<file path="config.mk">
export PLATFORM = sky130hd
export DESIGN_NAME = ellipse_span_filler_core
export DESIGN_NICKNAME = d
export VERILOG_FILES = /design/src/hw/rtl/esf_pkg.sv /design/src/hw/rtl/esf_ctrl.sv /design/src/hw/rtl/esf_dpath.sv /design/src/hw/rtl/ellipse_span_filler_core.sv
export SDC_FILE = /design/constraint.sdc
export NUM_CORES = 1
export LEC_CHECK = 0
export BUFFER_PORTS_ARGS = -buffer_cell sky130_fd_sc_hd__buf_4
export CAP_MARGIN = 20
export CORE_ASPECT_RATIO = 0.6
export CORE_MARGIN = 3
export CORE_UTILIZATION = 55
export CTS_CLUSTER_DIAMETER = 120
export CTS_CLUSTER_SIZE = 20
export DETAILED_ROUTE_END_ITERATION = 10
export GPL_TIMING_DRIVEN = 1
export PLACE_DENSITY = 0.72
export SYNTH_ARGS = -nofsm -noshare
export SYNTH_HDL_FRONTEND = slang
export SYNTH_SLANG_ARGS = --single-unit
</file>
<file path="constraint.sdc">
create_clock -name clock -period 7 [get_ports clock]
set_input_delay 0.7 -clock clock [delete_from_list [all_inputs] [get_ports clock]]
set_output_delay 0.7 -clock clock [all_outputs]
set_load 0.05 [all_outputs]
</file>
<file path="src/hw/rtl/esf_pkg.sv">
// ----------------------------------------------------------------------------
// esf_pkg
// shared widths, step counts and controller/datapath interface types
// ----------------------------------------------------------------------------
package esf_pkg;

   // field widths
   localparam int CX_W   = 12;   // center_x / center_y
   localparam int RX_W   = 10;   // radius_x
   localparam int RY_W   = 6;    // radius_y as received
   localparam int RYS_W  = 5;    // radius_y after saturation
   localparam int Y_W    = 6;    // signed row offset
   localparam int SPAN_W = 13;   // span coordinates

   // arithmetic widths
   localparam int R2_W   = 2 * RYS_W;        // ry^2
   localparam int RX2_W  = 2 * RX_W;         // rx^2
   localparam int PROD_W = RX2_W + R2_W;     // rx^2 * (ry^2 - y^2)
   localparam int ROOT_W = RX_W;             // half-width
   localparam int SQ_W   = RX2_W + 1;        // square root working width

   // iteration counts
   localparam int DIV_STEPS  = PROD_W;
   localparam int SQRT_STEPS = RX2_W / 2;
   localparam int CNT_W      = $clog2(DIV_STEPS);

   // default saturation limits
   localparam int DEF_MAX_RADIUS_Y = 31;
   localparam int DEF_MAX_RADIUS_X = 1023;

   typedef struct packed {
      logic load;       // capture request
      logic setup;      // square radii, start at top row
      logic row_a;      // ry^2 - y^2
      logic row_b;      // scale by rx^2, prime divider
      logic div_step;   // one quotient bit
      logic sq_init;    // prime square root
      logic sq_step;    // one root bit
      logic emit;       // capture span, advance row
   } esf_cmd_type;

   typedef struct packed {
      logic ry_zero;
      logic last_row;
   } esf_status_type;

endpackage

</file>
<file path="src/hw/rtl/esf_ctrl.sv">
// ----------------------------------------------------------------------------
// esf_ctrl
// sequencer: steps the datapath through setup, then divide, root and emit per row
// ----------------------------------------------------------------------------
module esf_ctrl (
   input  logic                   clock,
   input  logic                   reset,
   input  logic                   start,
   output logic                   busy,
   input  esf_pkg::esf_status_type status,
   output esf_pkg::esf_cmd_type   cmd,
   output logic                   rsp_strobe
);
   import esf_pkg::*;

   localparam logic [2:0] ST_IDLE    = 3'd0;
   localparam logic [2:0] ST_SETUP   = 3'd1;
   localparam logic [2:0] ST_ROW_A   = 3'd2;
   localparam logic [2:0] ST_ROW_B   = 3'd3;
   localparam logic [2:0] ST_DIV     = 3'd4;
   localparam logic [2:0] ST_SQ_INIT = 3'd5;
   localparam logic [2:0] ST_SQRT    = 3'd6;
   localparam logic [2:0] ST_EMIT    = 3'd7;

   localparam logic [CNT_W-1:0] DIV_LAST  = CNT_W'(DIV_STEPS - 1);
   localparam logic [CNT_W-1:0] SQRT_LAST = CNT_W'(SQRT_STEPS - 1);

   logic [2:0]       state_ff, state_in;
   logic [CNT_W-1:0] cnt_ff, cnt_in;
   logic             strobe_ff, strobe_in;

   always_comb begin
      state_in  = state_ff;
      cnt_in    = cnt_ff;
      strobe_in = 1'b0;
      cmd       = '0;
      case (state_ff)
         ST_IDLE: begin
            if (start) begin
               cmd.load = 1'b1;
               state_in = ST_SETUP;
            end
         end
         ST_SETUP: begin
            cmd.setup = 1'b1;
            state_in  = status.ry_zero ? ST_EMIT : ST_ROW_A;
         end
         ST_ROW_A: begin
            cmd.row_a = 1'b1;
            state_in  = ST_ROW_B;
         end
         ST_ROW_B: begin
            cmd.row_b = 1'b1;
            cnt_in    = '0;
            state_in  = ST_DIV;
         end
         ST_DIV: begin
            cmd.div_step = 1'b1;
            cnt_in       = cnt_ff + 1'b1;
            if (cnt_ff == DIV_LAST) begin
               state_in = ST_SQ_INIT;
            end
         end
         ST_SQ_INIT: begin
            cmd.sq_init = 1'b1;
            cnt_in      = '0;
            state_in    = ST_SQRT;
         end
         ST_SQRT: begin
            cmd.sq_step = 1'b1;
            cnt_in      = cnt_ff + 1'b1;
            if (cnt_ff == SQRT_LAST) begin
               state_in = ST_EMIT;
            end
         end
         ST_EMIT: begin
            cmd.emit  = 1'b1;
            strobe_in = 1'b1;
            state_in  = status.last_row ? ST_IDLE : ST_ROW_A;
         end
         default: begin
            state_in = ST_IDLE;
         end
      endcase
   end

   always_ff @(posedge clock) begin
      if (reset) begin
         state_ff  <= ST_IDLE;
         cnt_ff    <= '0;
         strobe_ff <= 1'b0;
      end else begin
         state_ff  <= state_in;
         cnt_ff    <= cnt_in;
         strobe_ff <= strobe_in;
      end
   end

   assign busy       = (state_ff != ST_IDLE);
   assign rsp_strobe = strobe_ff;

endmodule

</file>
<file path="src/hw/rtl/esf_dpath.sv">
// ----------------------------------------------------------------------------
// esf_dpath
// span datapath: radius squares, restoring divider, bitwise square root
// ----------------------------------------------------------------------------
module esf_dpath #(
   parameter int MAX_RADIUS_Y = esf_pkg::DEF_MAX_RADIUS_Y,
   parameter int MAX_RADIUS_X = esf_pkg::DEF_MAX_RADIUS_X
) (
   input  logic                                clock,
   input  logic signed [esf_pkg::CX_W-1:0]     req_center_x,
   input  logic signed [esf_pkg::CX_W-1:0]     req_center_y,
   input  logic        [esf_pkg::RX_W-1:0]     req_radius_x,
   input  logic        [esf_pkg::RY_W-1:0]     req_radius_y,
   input  esf_pkg::esf_cmd_type                cmd,
   output esf_pkg::esf_status_type             status,
   output logic signed [esf_pkg::SPAN_W-1:0]   rsp_span_row,
   output logic signed [esf_pkg::SPAN_W-1:0]   rsp_span_left,
   output logic signed [esf_pkg::SPAN_W-1:0]   rsp_span_right,
   output logic                                rsp_last_span
);
   import esf_pkg::*;

   localparam logic [SQ_W-1:0] SQ_BIT0 = SQ_W'(1) << (2 * (SQRT_STEPS - 1));

   logic signed [CX_W-1:0]   cx_ff, cx_in, cy_ff, cy_in;
   logic [RX_W-1:0]          rx_ff, rx_in;
   logic [RYS_W-1:0]         ry_ff, ry_in;
   logic signed [Y_W-1:0]    y_ff, y_in;
   logic [R2_W-1:0]          r2_ff, r2_in, diff_ff, diff_in;
   logic [RX2_W-1:0]         rx2_ff, rx2_in;
   logic [PROD_W-1:0]        dvd_ff, dvd_in;
   logic [R2_W-1:0]          rem_ff, rem_in;
   logic [SQ_W-1:0]          sv_ff, sv_in, res_ff, res_in, bit_ff, bit_in;
   logic signed [SPAN_W-1:0] row_ff, row_in, left_ff, left_in, right_ff, right_in;
   logic                     last_ff, last_in;

   logic [RX_W-1:0]   rx_sat;
   logic [RYS_W-1:0]  ry_sat;
   logic [RYS_W-1:0]  ay;
   logic [R2_W-1:0]   yy;
   logic [R2_W:0]     trial;
   logic              ge;
   logic [SQ_W-1:0]   sq_sum;
   logic [ROOT_W-1:0] hw;
   logic              last_row;

   // saturate radii at capture
   assign rx_sat = (int'(req_radius_x) > MAX_RADIUS_X) ? RX_W'(MAX_RADIUS_X) : req_radius_x;
   assign ry_sat = (int'(req_radius_y) > MAX_RADIUS_Y) ? RYS_W'(MAX_RADIUS_Y)
                                                       : req_radius_y[RYS_W-1:0];

   assign ay       = y_ff[Y_W-1] ? RYS_W'(-y_ff) : y_ff[RYS_W-1:0];
   assign yy       = ay * ay;
   assign trial    = {rem_ff, dvd_ff[PROD_W-1]};
   assign ge       = (trial >= {1'b0, r2_ff});
   assign sq_sum   = res_ff + bit_ff;
   assign last_row = (y_ff == $signed({1'b0, ry_ff}));
   assign hw       = (ry_ff == '0) ? rx_ff : res_ff[ROOT_W-1:0];

   always_comb begin
      cx_in    = cx_ff;
      cy_in    = cy_ff;
      rx_in    = rx_ff;
      ry_in    = ry_ff;
      y_in     = y_ff;
      r2_in    = r2_ff;
      rx2_in   = rx2_ff;
      diff_in  = diff_ff;
      dvd_in   = dvd_ff;
      rem_in   = rem_ff;
      sv_in    = sv_ff;
      res_in   = res_ff;
      bit_in   = bit_ff;
      row_in   = row_ff;
      left_in  = left_ff;
      right_in = right_ff;
      last_in  = last_ff;
      if (cmd.load) begin
         cx_in = req_center_x;
         cy_in = req_center_y;
         rx_in = rx_sat;
         ry_in = ry_sat;
      end
      if (cmd.setup) begin
         rx2_in = rx_ff * rx_ff;
         r2_in  = ry_ff * ry_ff;
         y_in   = Y_W'(0) - $signed({1'b0, ry_ff});
      end
      if (cmd.row_a) begin
         diff_in = r2_ff - yy;
      end
      if (cmd.row_b) begin
         dvd_in = rx2_ff * diff_ff;
         rem_in = '0;
      end
      if (cmd.div_step) begin
         rem_in = ge ? R2_W'(trial - {1'b0, r2_ff}) : R2_W'(trial);
         dvd_in = {dvd_ff[PROD_W-2:0], ge};
      end
      if (cmd.sq_init) begin
         sv_in  = SQ_W'(dvd_ff[RX2_W-1:0]);
         res_in = '0;
         bit_in = SQ_BIT0;
      end
      if (cmd.sq_step) begin
         if (sv_ff >= sq_sum) begin
            sv_in  = sv_ff - sq_sum;
            res_in = (res_ff >> 1) + bit_ff;
         end else begin
            res_in = res_ff >> 1;
         end
         bit_in = bit_ff >> 2;
      end
      if (cmd.emit) begin
         row_in   = SPAN_W'(cy_ff) + SPAN_W'(y_ff);
         left_in  = SPAN_W'(cx_ff) - $signed(SPAN_W'(hw));
         right_in = SPAN_W'(cx_ff) + $signed(SPAN_W'(hw));
         last_in  = last_row;
         y_in     = y_ff + 1'b1;
      end
   end

   always_ff @(posedge clock) begin
      cx_ff    <= cx_in;
      cy_ff    <= cy_in;
      rx_ff    <= rx_in;
      ry_ff    <= ry_in;
      y_ff     <= y_in;
      r2_ff    <= r2_in;
      rx2_ff   <= rx2_in;
      diff_ff  <= diff_in;
      dvd_ff   <= dvd_in;
      rem_ff   <= rem_in;
      sv_ff    <= sv_in;
      res_ff   <= res_in;
      bit_ff   <= bit_in;
      row_ff   <= row_in;
      left_ff  <= left_in;
      right_ff <= right_in;
      last_ff  <= last_in;
   end

   assign status.ry_zero  = (ry_ff == '0);
   assign status.last_row = last_row;

   assign rsp_span_row   = row_ff;
   assign rsp_span_left  = left_ff;
   assign rsp_span_right = right_ff;
   assign rsp_last_span  = last_ff;

endmodule

</file>
<file path="src/hw/rtl/ellipse_span_filler_core.sv">
// with radius_y 0 the row arithmetic is skipped and the single span is emitted right after setup
// a new start is taken only once the core is idle again, after all 2*ry + 1 rows of the last one
// per row: row setup, the restoring divider, square root setup, the square root, then emit
// busy falls as the last span strobes; the next start is taken then
// reset: synchronous, active high, returns the sequencer to idle with no strobe
// the receiver cannot stall: each span is flagged by rsp_strobe for one cycle only
// ----------------------------------------------------------------------------
// ellipse_span_filler_core
// scanline ellipse fill: one span per row, half-width via exact divide and root
// ----------------------------------------------------------------------------
module ellipse_span_filler_core #(
   parameter int MAX_RADIUS_Y = esf_pkg::DEF_MAX_RADIUS_Y,
   parameter int MAX_RADIUS_X = esf_pkg::DEF_MAX_RADIUS_X
) (
   input  logic                              clock,
   input  logic                              reset,
   // request transfer: taken when start is high and busy is low
   input  logic                              start,
   output logic                              busy,
   input  logic signed [esf_pkg::CX_W-1:0]   req_center_x,
   input  logic signed [esf_pkg::CX_W-1:0]   req_center_y,
   input  logic        [esf_pkg::RX_W-1:0]   req_radius_x,
   input  logic        [esf_pkg::RY_W-1:0]   req_radius_y,
   // span transfer: valid for the single cycle rsp_strobe is high
   output logic                              rsp_strobe,
   output logic signed [esf_pkg::SPAN_W-1:0] rsp_span_row,
   output logic signed [esf_pkg::SPAN_W-1:0] rsp_span_left,
   output logic signed [esf_pkg::SPAN_W-1:0] rsp_span_right,
   output logic                              rsp_last_span
);
   import esf_pkg::*;

   esf_cmd_type    cmd;
   esf_status_type status;

   // sequencer: one state per phase of a row, shared step counter
   esf_ctrl u_ctrl (
      .clock      (clock),
      .reset      (reset),
      .start      (start),
      .busy       (busy),
      .status     (status),
      .cmd        (cmd),
      .rsp_strobe (rsp_strobe)
   );

   // datapath: request capture, row arithmetic and span output registers
   esf_dpath #(
      .MAX_RADIUS_Y (MAX_RADIUS_Y),
      .MAX_RADIUS_X (MAX_RADIUS_X)
   ) u_dpath (
      .clock          (clock),
      .req_center_x   (req_center_x),
      .req_center_y   (req_center_y),
      .req_radius_x   (req_radius_x),
      .req_radius_y   (req_radius_y),
      .cmd            (cmd),
      .status         (status),
      .rsp_span_row   (rsp_span_row),
      .rsp_span_left  (rsp_span_left),
      .rsp_span_right (rsp_span_right),
      .rsp_last_span  (rsp_last_span)
   );

endmodule

</file>
=== Word level (Yosys, flattened, before mapping) ===
Index checks and enable logic that the tools add are counted.

* Register bits: 226
* Output and inout port bits: 42
* Word-level logic and storage cells: 96
* Latch bits: 0
* Memory bits (read-only): 0
* Bits in writable memories: 0
* Memories: 0
* Input port bits: 43

* Div/mod/pow operators: 0
* Muxes and demuxes: 33
* Magnitude comparators: 3
* Shift operators: 0
* Bitwise gates (word level): 0
* Reduce and logical (&&, ||, !) cells: 10
* Add/subtract/negate cells: 12
* Equal/unequal tests: 13
* Multiply operators: 4

{| class="wikitable"
|+ Operators by type and width
! cell !! count
|-
| $mux 21 || 6
|-
| $mux 30 || 2
|-
| $mux 10 || 4
|-
| $mul 20x10->30 || 1
|-
| $pmux 3 s8 || 1
|-
| $add 20x19->21 || 1
|-
| $add 21x19->21 || 1
|-
| $ge 21x21->1 || 1
|-
| $sub 21x21->21 || 1
|-
| $mul 10x10->20 || 1
|-
| $mul 5x5->10 || 2
|-
| $sub 10x10->10 || 2
|-
| $mux 19 || 1
|-
| $mux 17 || 1
|-
| $add 12x11->13 || 1
|-
| $add 12x6->13 || 1
|-
| $sub 12x11->13 || 1
|-
| $eq 3x3->1 const B || 4
|-
| $mux 3 || 4
|-
| $mux 6 || 2
|-
| $ge 11x10->1 || 1
|-
| $pmux 5 s2 || 1
|-
| $mux 1 || 9
|-
| $reduce_bool 2->1 || 4
|-
| other kinds (19) || 22
|}

=== Depth between registers and ports, before layout ===
Gate-level depths: netlist of the first run.

* Depth after elaboration: 5
* Depth in mapped cells: 22
* Gate-level depth less buffers: 20

=== By module ===
Synthesis of the first run repeated with hierarchy kept, for this count alone.

* Cells, all modules: 2283
* Area total of the unflattened synthesis: 22520.3 µm²

{| class="wikitable"
|+ By module, submodules not included
! module !! seq. area each (µm²) !! area each (µm²) !! cells an instance !! times used
|-
| esf_dpath || 6216.0 || 21923.5 || 2209 || 1
|-
| esf_ctrl || 180.2 || 596.8 || 74 || 1
|}

=== Least setup slack after synthesis of the first run ===
OpenSTA, ideal clock, no wires.

* Kind: register to register
* Start point: register u_dpath.diff_ff[3]
* End point: register u_dpath.dvd_ff[28] (data pin)
* Period minus slack after synthesis: 5.723 ns
* Library setup time: 0.269 ns
* Cell stages (with the launch flop): 21
* Path slack: 1.277 ns
* Required time: 6.731 ns
* Arrival: 5.454 ns
* Path buffers: 2
* Cell sequence: edfxtp_1 -> clkbuf_1 -> clkbuf_1 -> nand2_1 -> fa_1 -> inv_1 -> fa_1 -> ha_1 -> fa_1 -> inv_1 -> fa_1 -> inv_1 -> ha_1 -> and3_1 -> a221oi_1 -> o21a_1 -> o21ai_0 -> o41ai_1 -> o21ai_0 -> xnor2_1 -> o21ai_0

* Longest elaborated chain between the ends: 3

{| class="wikitable"
|+ Ends and longest elaborated chain
! item !! RTL line !! text
|-
| from (decl) || esf_dpath.sv:29 || <nowiki>logic [R2_W-1:0] r2_ff, r2_in, diff_ff, diff_in;</nowiki>
|-
| from (signal assigned) || esf_dpath.sv:131 || <nowiki>diff_ff <= diff_in;</nowiki>
|-
| $mul 20x10->30 || esf_dpath.sv:93 || <nowiki>dvd_in = rx2_ff * diff_ff;</nowiki>
|-
| $mux 30 || esf_dpath.sv:92 || <nowiki>if (cmd.row_b) begin</nowiki>
|-
| $mux 30 || esf_dpath.sv:96 || <nowiki>if (cmd.div_step) begin</nowiki>
|-
| named net u_dpath.dvd_in[28] || esf_dpath.sv:31 || <nowiki>logic [PROD_W-1:0] dvd_ff, dvd_in;</nowiki>
|-
| to (signal assigned) || esf_dpath.sv:132 || <nowiki>dvd_ff <= dvd_in;</nowiki>
|-
| to (decl) || esf_dpath.sv:31 ||
|}

The timed path passes the listed nets, and every way through them passes these cells. The select of a mux whose other input is x is not followed.
A chain may end at the register's enable or synchronous reset.

=== Final worst setup path of the first run ===
* Start point: register u_dpath.diff_ff[9]
* End point: register u_dpath.dvd_ff[29] (data pin)

Same word-level chain as after synthesis.

==> metrics.md, run 1 <==
| Metric | Value |
|---|---|
| Status | `finished, final reports clean` |
| Flops & latches, synth | `223` |
| Initial core utilization | `56.60%` |
| CP startpoint kind | `flop` |
| Yosys cell types | `74` |
| Core Region | `39660 um^2` |
| CTS Buf Count | `15` |
| DRT Pass-1 Iters | `6` |
| Main synth FF type | `edfxtp_1` |
| Die ar. | `43350 um^2` |
| First-pass GRT wire length | `86.55 mm` |
| Crit-path cells | `and2_1 -> fa_1 -> fa_1 -> fa_1 -> fa_1 -> inv_1 -> fa_1 -> inv_1 -> ha_1 -> nand2_1 -> nor3_1 -> a311o_1 -> o221ai_2 -> o311ai_0 -> o21ai_1 -> xnor2_1 -> o21ai_0` |
| Layout cells sized above 1 | `7.428%` |
| RSZ-0062 raised after global routing | `no` |
| Iteration-0 DRC Markers | `1244` |
| Tot GR Track Use | `24.94%` |
| Setup violators final | `0` |
| DR vias/cell | `5.761` |
| Initial antenna violation count | `2` |
| Crit-path max FO | `19` |
| Syn Std Cell Area | `22450 um^2` |
| CP dominant cell by count | `fa_1` |
| DRC | `0` |
| Slew headroom | `29.57%` |
| Area Overhead vs Synth | `6.901%` |
| Die Span X | `266.8 um` |
| EDFF count, synth | `193` |
| Fmax | `0.1530 GHz` |
| Routability cong. | `0.9026` |
| Cells after synthesis | `2315` |
| Tcrit/Tclk final | `93.36%` |
| Post-Syn Area per Cell | `9.697 um^2` |
| Largest net degree at the start of global routing | `43` |
| Seq/Total Area, Yosys | `28.49%` |
| Worst skew pair latency | `510 ps` |
| CTS tree | `built` |
| Critical path capture point type | `flop` |
| MaxCap Viol Count | `0` |
| Post-route ant nets | `0` |
| Vias in the first global route | `16570` |
| Worst path arrival time | `6790 ps` |
| Clock Tree Root | `clkbuf_16` |
| Final nets | `2825` |
| Row Count | `56` |
| Clk_skew | `25.73 ps` |
| Ant diodes | `0` |
| # port buffers | `84` |
| Final hold vios | `0` |
| Setup TNS | `0 ps` |
| Grt ovf | `0` |
| Worst Max-Slew Pin Slew | `1056 ps` |
| Resize count post-CTS | `0` |
| Vias | `16580` |
| I/O pin cnt | `85` |
| Post-CTS Hold Fix Bufs | `0` |
| Setup repair bufs after CTS | `0` |
| Minimum clock period | `6535 ps` |
| Slew Limit Fails | `0` |
| Synthesis Warnings | `0` |
| Die Y | `162.5 um` |
| FILL cells | `3276` |
| Critical Path RT | `7260 ps` |
| Max Buffers Root-to-Sink | `3` |
| Post-DR wirelength/cell | `18.51 um` |
| Cell depth of the worst hold path | `1` |
| Post-DP HPWL | `41.94 mm` |
| Worst hold path class | `in2reg` |
| Most common cell after layout, fill and taps aside | `inv_1` |
| Clk sink count | `223` |
| Clk slew on worst S/H paths | `90 ps` |
| Most frequent cells in the layout | `inv_1, ha_1, nand2_1` |
| Ys async rst share | `0%` |
| Slowest Stage Delay on Critical Path | `860 ps` |
| CP max-delay cell | `o311ai_0` |
| Classification of the worst setup path | `reg2reg` |
| CTS H-tree lvls | `1` |
| R2r worst-path depth | `17` |
| Wirelength, routed | `53.27 mm` |
==> sequential cells by signal, summed over array words and instances (netlist names), 12 cells and up <==
name and cells:
u_dpath.dvd_ff 30, u_dpath.rsp_span_left 12, u_dpath.rsp_span_row 13, u_dpath.cx_ff 12, u_dpath.rsp_span_right 13, u_dpath.res_ff 21
u_dpath.sv_ff 21, u_dpath.rx2_ff 19, u_dpath.cy_ff 12
==> final timing paths <==
check	startpoint	endpoint	slack [ps]
worst max register to register	u_dpath.diff_ff[9]	u_dpath.dvd_ff[29]	460
worst min register to register	u_dpath.dvd_ff[27]	u_dpath.dvd_ff[28]	540
worst max-delay path	u_dpath.diff_ff[9]	u_dpath.dvd_ff[29]	460
worst min-delay path	req_radius_x[3]	u_dpath.rx_ff[3]	350
==> synth_stat cells (all sizes together) (11+ instances only) <==
master  count  area (um^2)
xor2       66        578.1
nor2b      24        150.1
nor3       24        125.1
and2      135        844.6
xnor2      95        832.1
o21bai     33        247.7
a211oi     18        140.1
a21o       29        217.7
dfxtp      30        600.6
or2        12        77.58
nor2      109        409.1
edfxtp    193         5796
mux2       19        214.0
nand2     218        818.3
a21oi     133        665.6
nand2b     15        93.84
fa        198         3964
o21ai      95        475.5
buf        12        62.56
mux2i      19        190.2
and3       20        125.1
clkbuf     79        296.5
inv       305         1145
nand3      49        245.2
nand4      11        68.82
ha        237         2965
a31oi      22        137.6
nor3b      11        82.58
==> kinds of logic (layout without fill, tap and decap cells) <==
family,Yosys count,count (layout),synth area share [%]
buffers and inverters,396,434,6.700
adders and majority gates,435,435,30.87
DFF,223,223,28.49
and+or+nand+nor,654,654,14.45
other,2,5,0.03346
AOI/OAI and AO/OA,406,406,11.37
xor gates and xnor gates,161,161,6.282
muxes,38,38,1.800
==> metal layers <==
metal  track usage (%)  share of wire (%)  vias up
met1             37.22                 48     8135
met4             3.733                1.4        2
met3             6.628                8.9       58
met2             37.25                 42      559
met5                 0              0.024        -
li1                  -                  -     7825
==> worst max-delay path: cells and delay by family (launching register included) <==
| kind | cells | cell delay [ps] |
|---|---|---|
| adder cells (fa/ha/maj) | 6 | 2970 |
| AO/OA/AOI/OAI | 5 | 1630 |
| flip-flops | 1 | 800 |
| AND/OR/NAND/NOR | 3 | 570 |
| XOR/XNOR | 1 | 190 |
| buffers and inverters | 2 | 90 |
==> layout make-up <==
cell class	count	area (um^2)	share of cell area [%]
sequential	223	6396	26.65
clock inverter	2	28.78	0.1199
clock buffer	24	409.1	1.705
multi-input combinational	1699	14580	60.75
inverter	305	1145	4.771
timing repair buffer	103	785.8	3.274
tap	522	653.1	2.722
==> stage by stage <==
step                setup slack, ps  utilization, %  cells  instance area [um^2]  hold WS, ps
finish                        464.8           60.51   2878                 24000        354.5
global route                  3.619           60.51   2878                 24000        325.8
CTS                           524.6           60.35   2871                 23930        332.5
detailed placement            521.0           59.24   2845                 23490        505.7
global placement              673.0           59.24   2845                 23490        506.4
floorplan                      1277               -   2318                 22460        491.2
Power of run 1 is left out: the tool's default activity adds up to more than one toggle a clock period on the data nets, which glitch-free logic cannot reach.
==> run 2, diff against run 1 <==
--- a/config.mk
+++ b/config.mk
@@ -7,14 +7,16 @@
 export LEC_CHECK = 0
 export BUFFER_PORTS_ARGS = -buffer_cell sky130_fd_sc_hd__buf_4
 export CAP_MARGIN = 20
+export CELL_PAD_IN_SITES_DETAIL_PLACEMENT = 1
+export CELL_PAD_IN_SITES_GLOBAL_PLACEMENT = 1
 export CORE_ASPECT_RATIO = 0.6
 export CORE_MARGIN = 3
-export CORE_UTILIZATION = 55
+export CORE_UTILIZATION = 51
 export CTS_CLUSTER_DIAMETER = 120
 export CTS_CLUSTER_SIZE = 20
 export DETAILED_ROUTE_END_ITERATION = 10
 export GPL_TIMING_DRIVEN = 1
-export PLACE_DENSITY = 0.72
+export PLACE_DENSITY = 0.83
 export SYNTH_ARGS = -nofsm -noshare
 export SYNTH_HDL_FRONTEND = slang
 export SYNTH_SLANG_ARGS = --single-unit
==> metrics.md, run 2 (synthesized netlist as in run 1, its figures left out) <==
| Metric | Value |
|---|---|
| Classification of the worst setup path | `reg2reg` |
| Die Y | `168.5 um` |
| Vias in the first global route | `18860` |
| Cell depth of the worst hold path | `1` |
| DRC | `0` |
| FILL cells | `4801` |
| Initial core utilization | `52.61%` |
| Slew headroom | `28.61%` |
| Worst hold margin | `342.4 ps` |
| Clk sink count | `223` |
| CTS Buf Count | `15` |
| Clk slew on worst S/H paths | `100 ps` |
| Cell depth of the worst setup path | `18` |
| Worst path arrival time | `6980 ps` |
| # port buffers | `84` |
| Clock Tree Root | `clkbuf_16` |
| Crit path max-delay family | `adder cells` |
| Flip-flop and latch area | `6396 um^2` |
| Row Count | `58` |
| Worst Max-Slew Pin Slew | `1071 ps` |
| Slowest Stage Delay on Critical Path | `840 ps` |
| Setup TNS | `0 ps` |
| I/O pin cnt | `85` |
| Max reg flops | `30` |
| Final nets | `2826` |
| Grt ovf | `0` |
| Post-DP HPWL | `50.32 mm` |
| Slew Limit Fails | `0` |
| Max Buffers Root-to-Sink | `3` |
| CP dominant cell by count | `fa_1` |
| Setup violators final | `0` |
| Top flop regs | `u_dpath.dvd_ff: 30 flops, u_dpath.res_ff: 21 flops, u_dpath.sv_ff: 21 flops` |
| Tot GR Track Use | `27.53%` |
| Wirelength, routed | `63.52 mm` |
| R2r worst-path depth | `18` |
| Ant diodes | `0` |
| Final hold vios | `0` |
| Tcrit/Tclk final | `96.30%` |
| Most common cell after layout, fill and taps aside | `inv_1` |
| CP max-delay cell | `edfxtp_1` |
| CP startpoint kind | `flop` |
| Largest Register | `u_dpath.dvd_ff` |
| Most frequent cells in the layout | `inv_1, ha_1, nand2_1` |
| Area of the multi-input gates | `14580 um^2` |
| Die Span X | `276.9 um` |
| Critical path capture point type | `flop` |
| Vias | `16990` |
| Die ar. | `46650 um^2` |
| Crit-path max FO | `19` |
| Layout cells sized above 1 | `7.467%` |
| Critical Path RT | `7230 ps` |
| Post-DR wirelength/cell | `21.70 um` |
| Fmax | `0.1483 GHz` |
| Largest net degree at the start of global routing | `43` |
| Post-CTS Hold Fix Bufs | `0` |
| Worst hold path class | `in2reg` |
| Initial antenna violation count | `4` |
| CTS tree | `built` |
| Minimum clock period | `6741 ps` |
| Worst path bufs/invs | `3` |
| RSZ-0062 raised after global routing | `no` |
| Status | `finished, final reports clean` |
| First-pass GRT wire length | `103.4 mm` |
| Worst skew pair latency | `530 ps` |
| Clk_skew | `36.66 ps` |
| Core Region | `42670 um^2` |
| Iteration-0 DRC Markers | `1158` |
| Routability cong. | `0.9209` |
| Area Overhead vs Synth | `7.263%` |
| CTS H-tree lvls | `1` |
| Crit-path cells | `nand2_1 -> fa_1 -> inv_1 -> fa_1 -> fa_1 -> fa_1 -> inv_1 -> fa_1 -> inv_1 -> ha_1 -> nand2_1 -> nor3_1 -> a311o_1 -> o221ai_2 -> o311ai_0 -> o21ai_1 -> xnor2_1 -> o21ai_0` |
| MaxCap Viol Count | `0` |
| Post-route ant nets | `0` |
| Resize count post-CTS | `0` |
| DRT Pass-1 Iters | `5` |
| DR vias/cell | `5.806` |
[run 2: cell types whose count changed in the layout (fill, tap and decap cells not counted), sizes merged]
cell    before  now
clkbuf      24   25
[run 2: metrics by stage]
stage	setup slack (ps)	utilization (%)	cells	instance area, um^2
after detailed placement	296.2	55.27	2897	23580
after global placement	671.3	55.27	2897	23580
after CTS	202.8	56.30	2923	24020
after global routing	9.356	56.43	2927	24080
after floorplan	1277	-	2318	22460
final	258.8	56.43	2927	24080
[run 2: routing by layer]
metal | vias up | track usage (%) | wire length [um]
met5 | - | 0 | 13
met4 | 2 | 5.224 | 1069
met3 | 73 | 4.163 | 3409
met2 | 388 | 44.85 | 29040
met1 | 8694 | 39.53 | 29980
li1 | 7837 | - | -
[run 2: repair_timing]
item | 4_1_cts | 5_1_grt
setup endpoints to repair | 0 | 2
endpoints found under the hold margin | 0 | 0
setup buffers | 0 | 2
[run 2: worst reg2reg max path: stages, from the launching register on]
cell	delay [ps]
edfxtp_1	840
nand2_1	180
fa_1	580
inv_1	80
fa_1	530
fa_1	460
fa_1	550
inv_1	60
fa_1	530
inv_1	40
ha_1	460
nand2_1	140
nor3_1	200
a311o_1	240
o221ai_2	260
o311ai_0	760
o21ai_1	190
xnor2_1	230
o21ai_0	120
[run 2: cell type report]
| class | count | area share [%] |
|---|---|---|
| Clock buffer | 24 | 1.699 |
| Clock inverter | 2 | 0.1195 |
| Inverter | 305 | 4.755 |
| Multi-Input combinational cell | 1699 | 60.55 |
| Sequential cell | 223 | 26.56 |
| Tap cell | 570 | 2.962 |
| Timing Repair Buffer | 104 | 3.352 |
[run 2: worst paths after layout]
check,startpoint,endpoint,slack (ps)
max,u_dpath.diff_ff[1],u_dpath.dvd_ff[29],260
min,req_radius_x[6],u_dpath.rx_ff[6],340
max reg2reg,u_dpath.diff_ff[1],u_dpath.dvd_ff[29],260
min reg2reg,u_dpath.sv_ff[20],u_dpath.sv_ff[20],540
Power of run 2 is left out for the same reason.
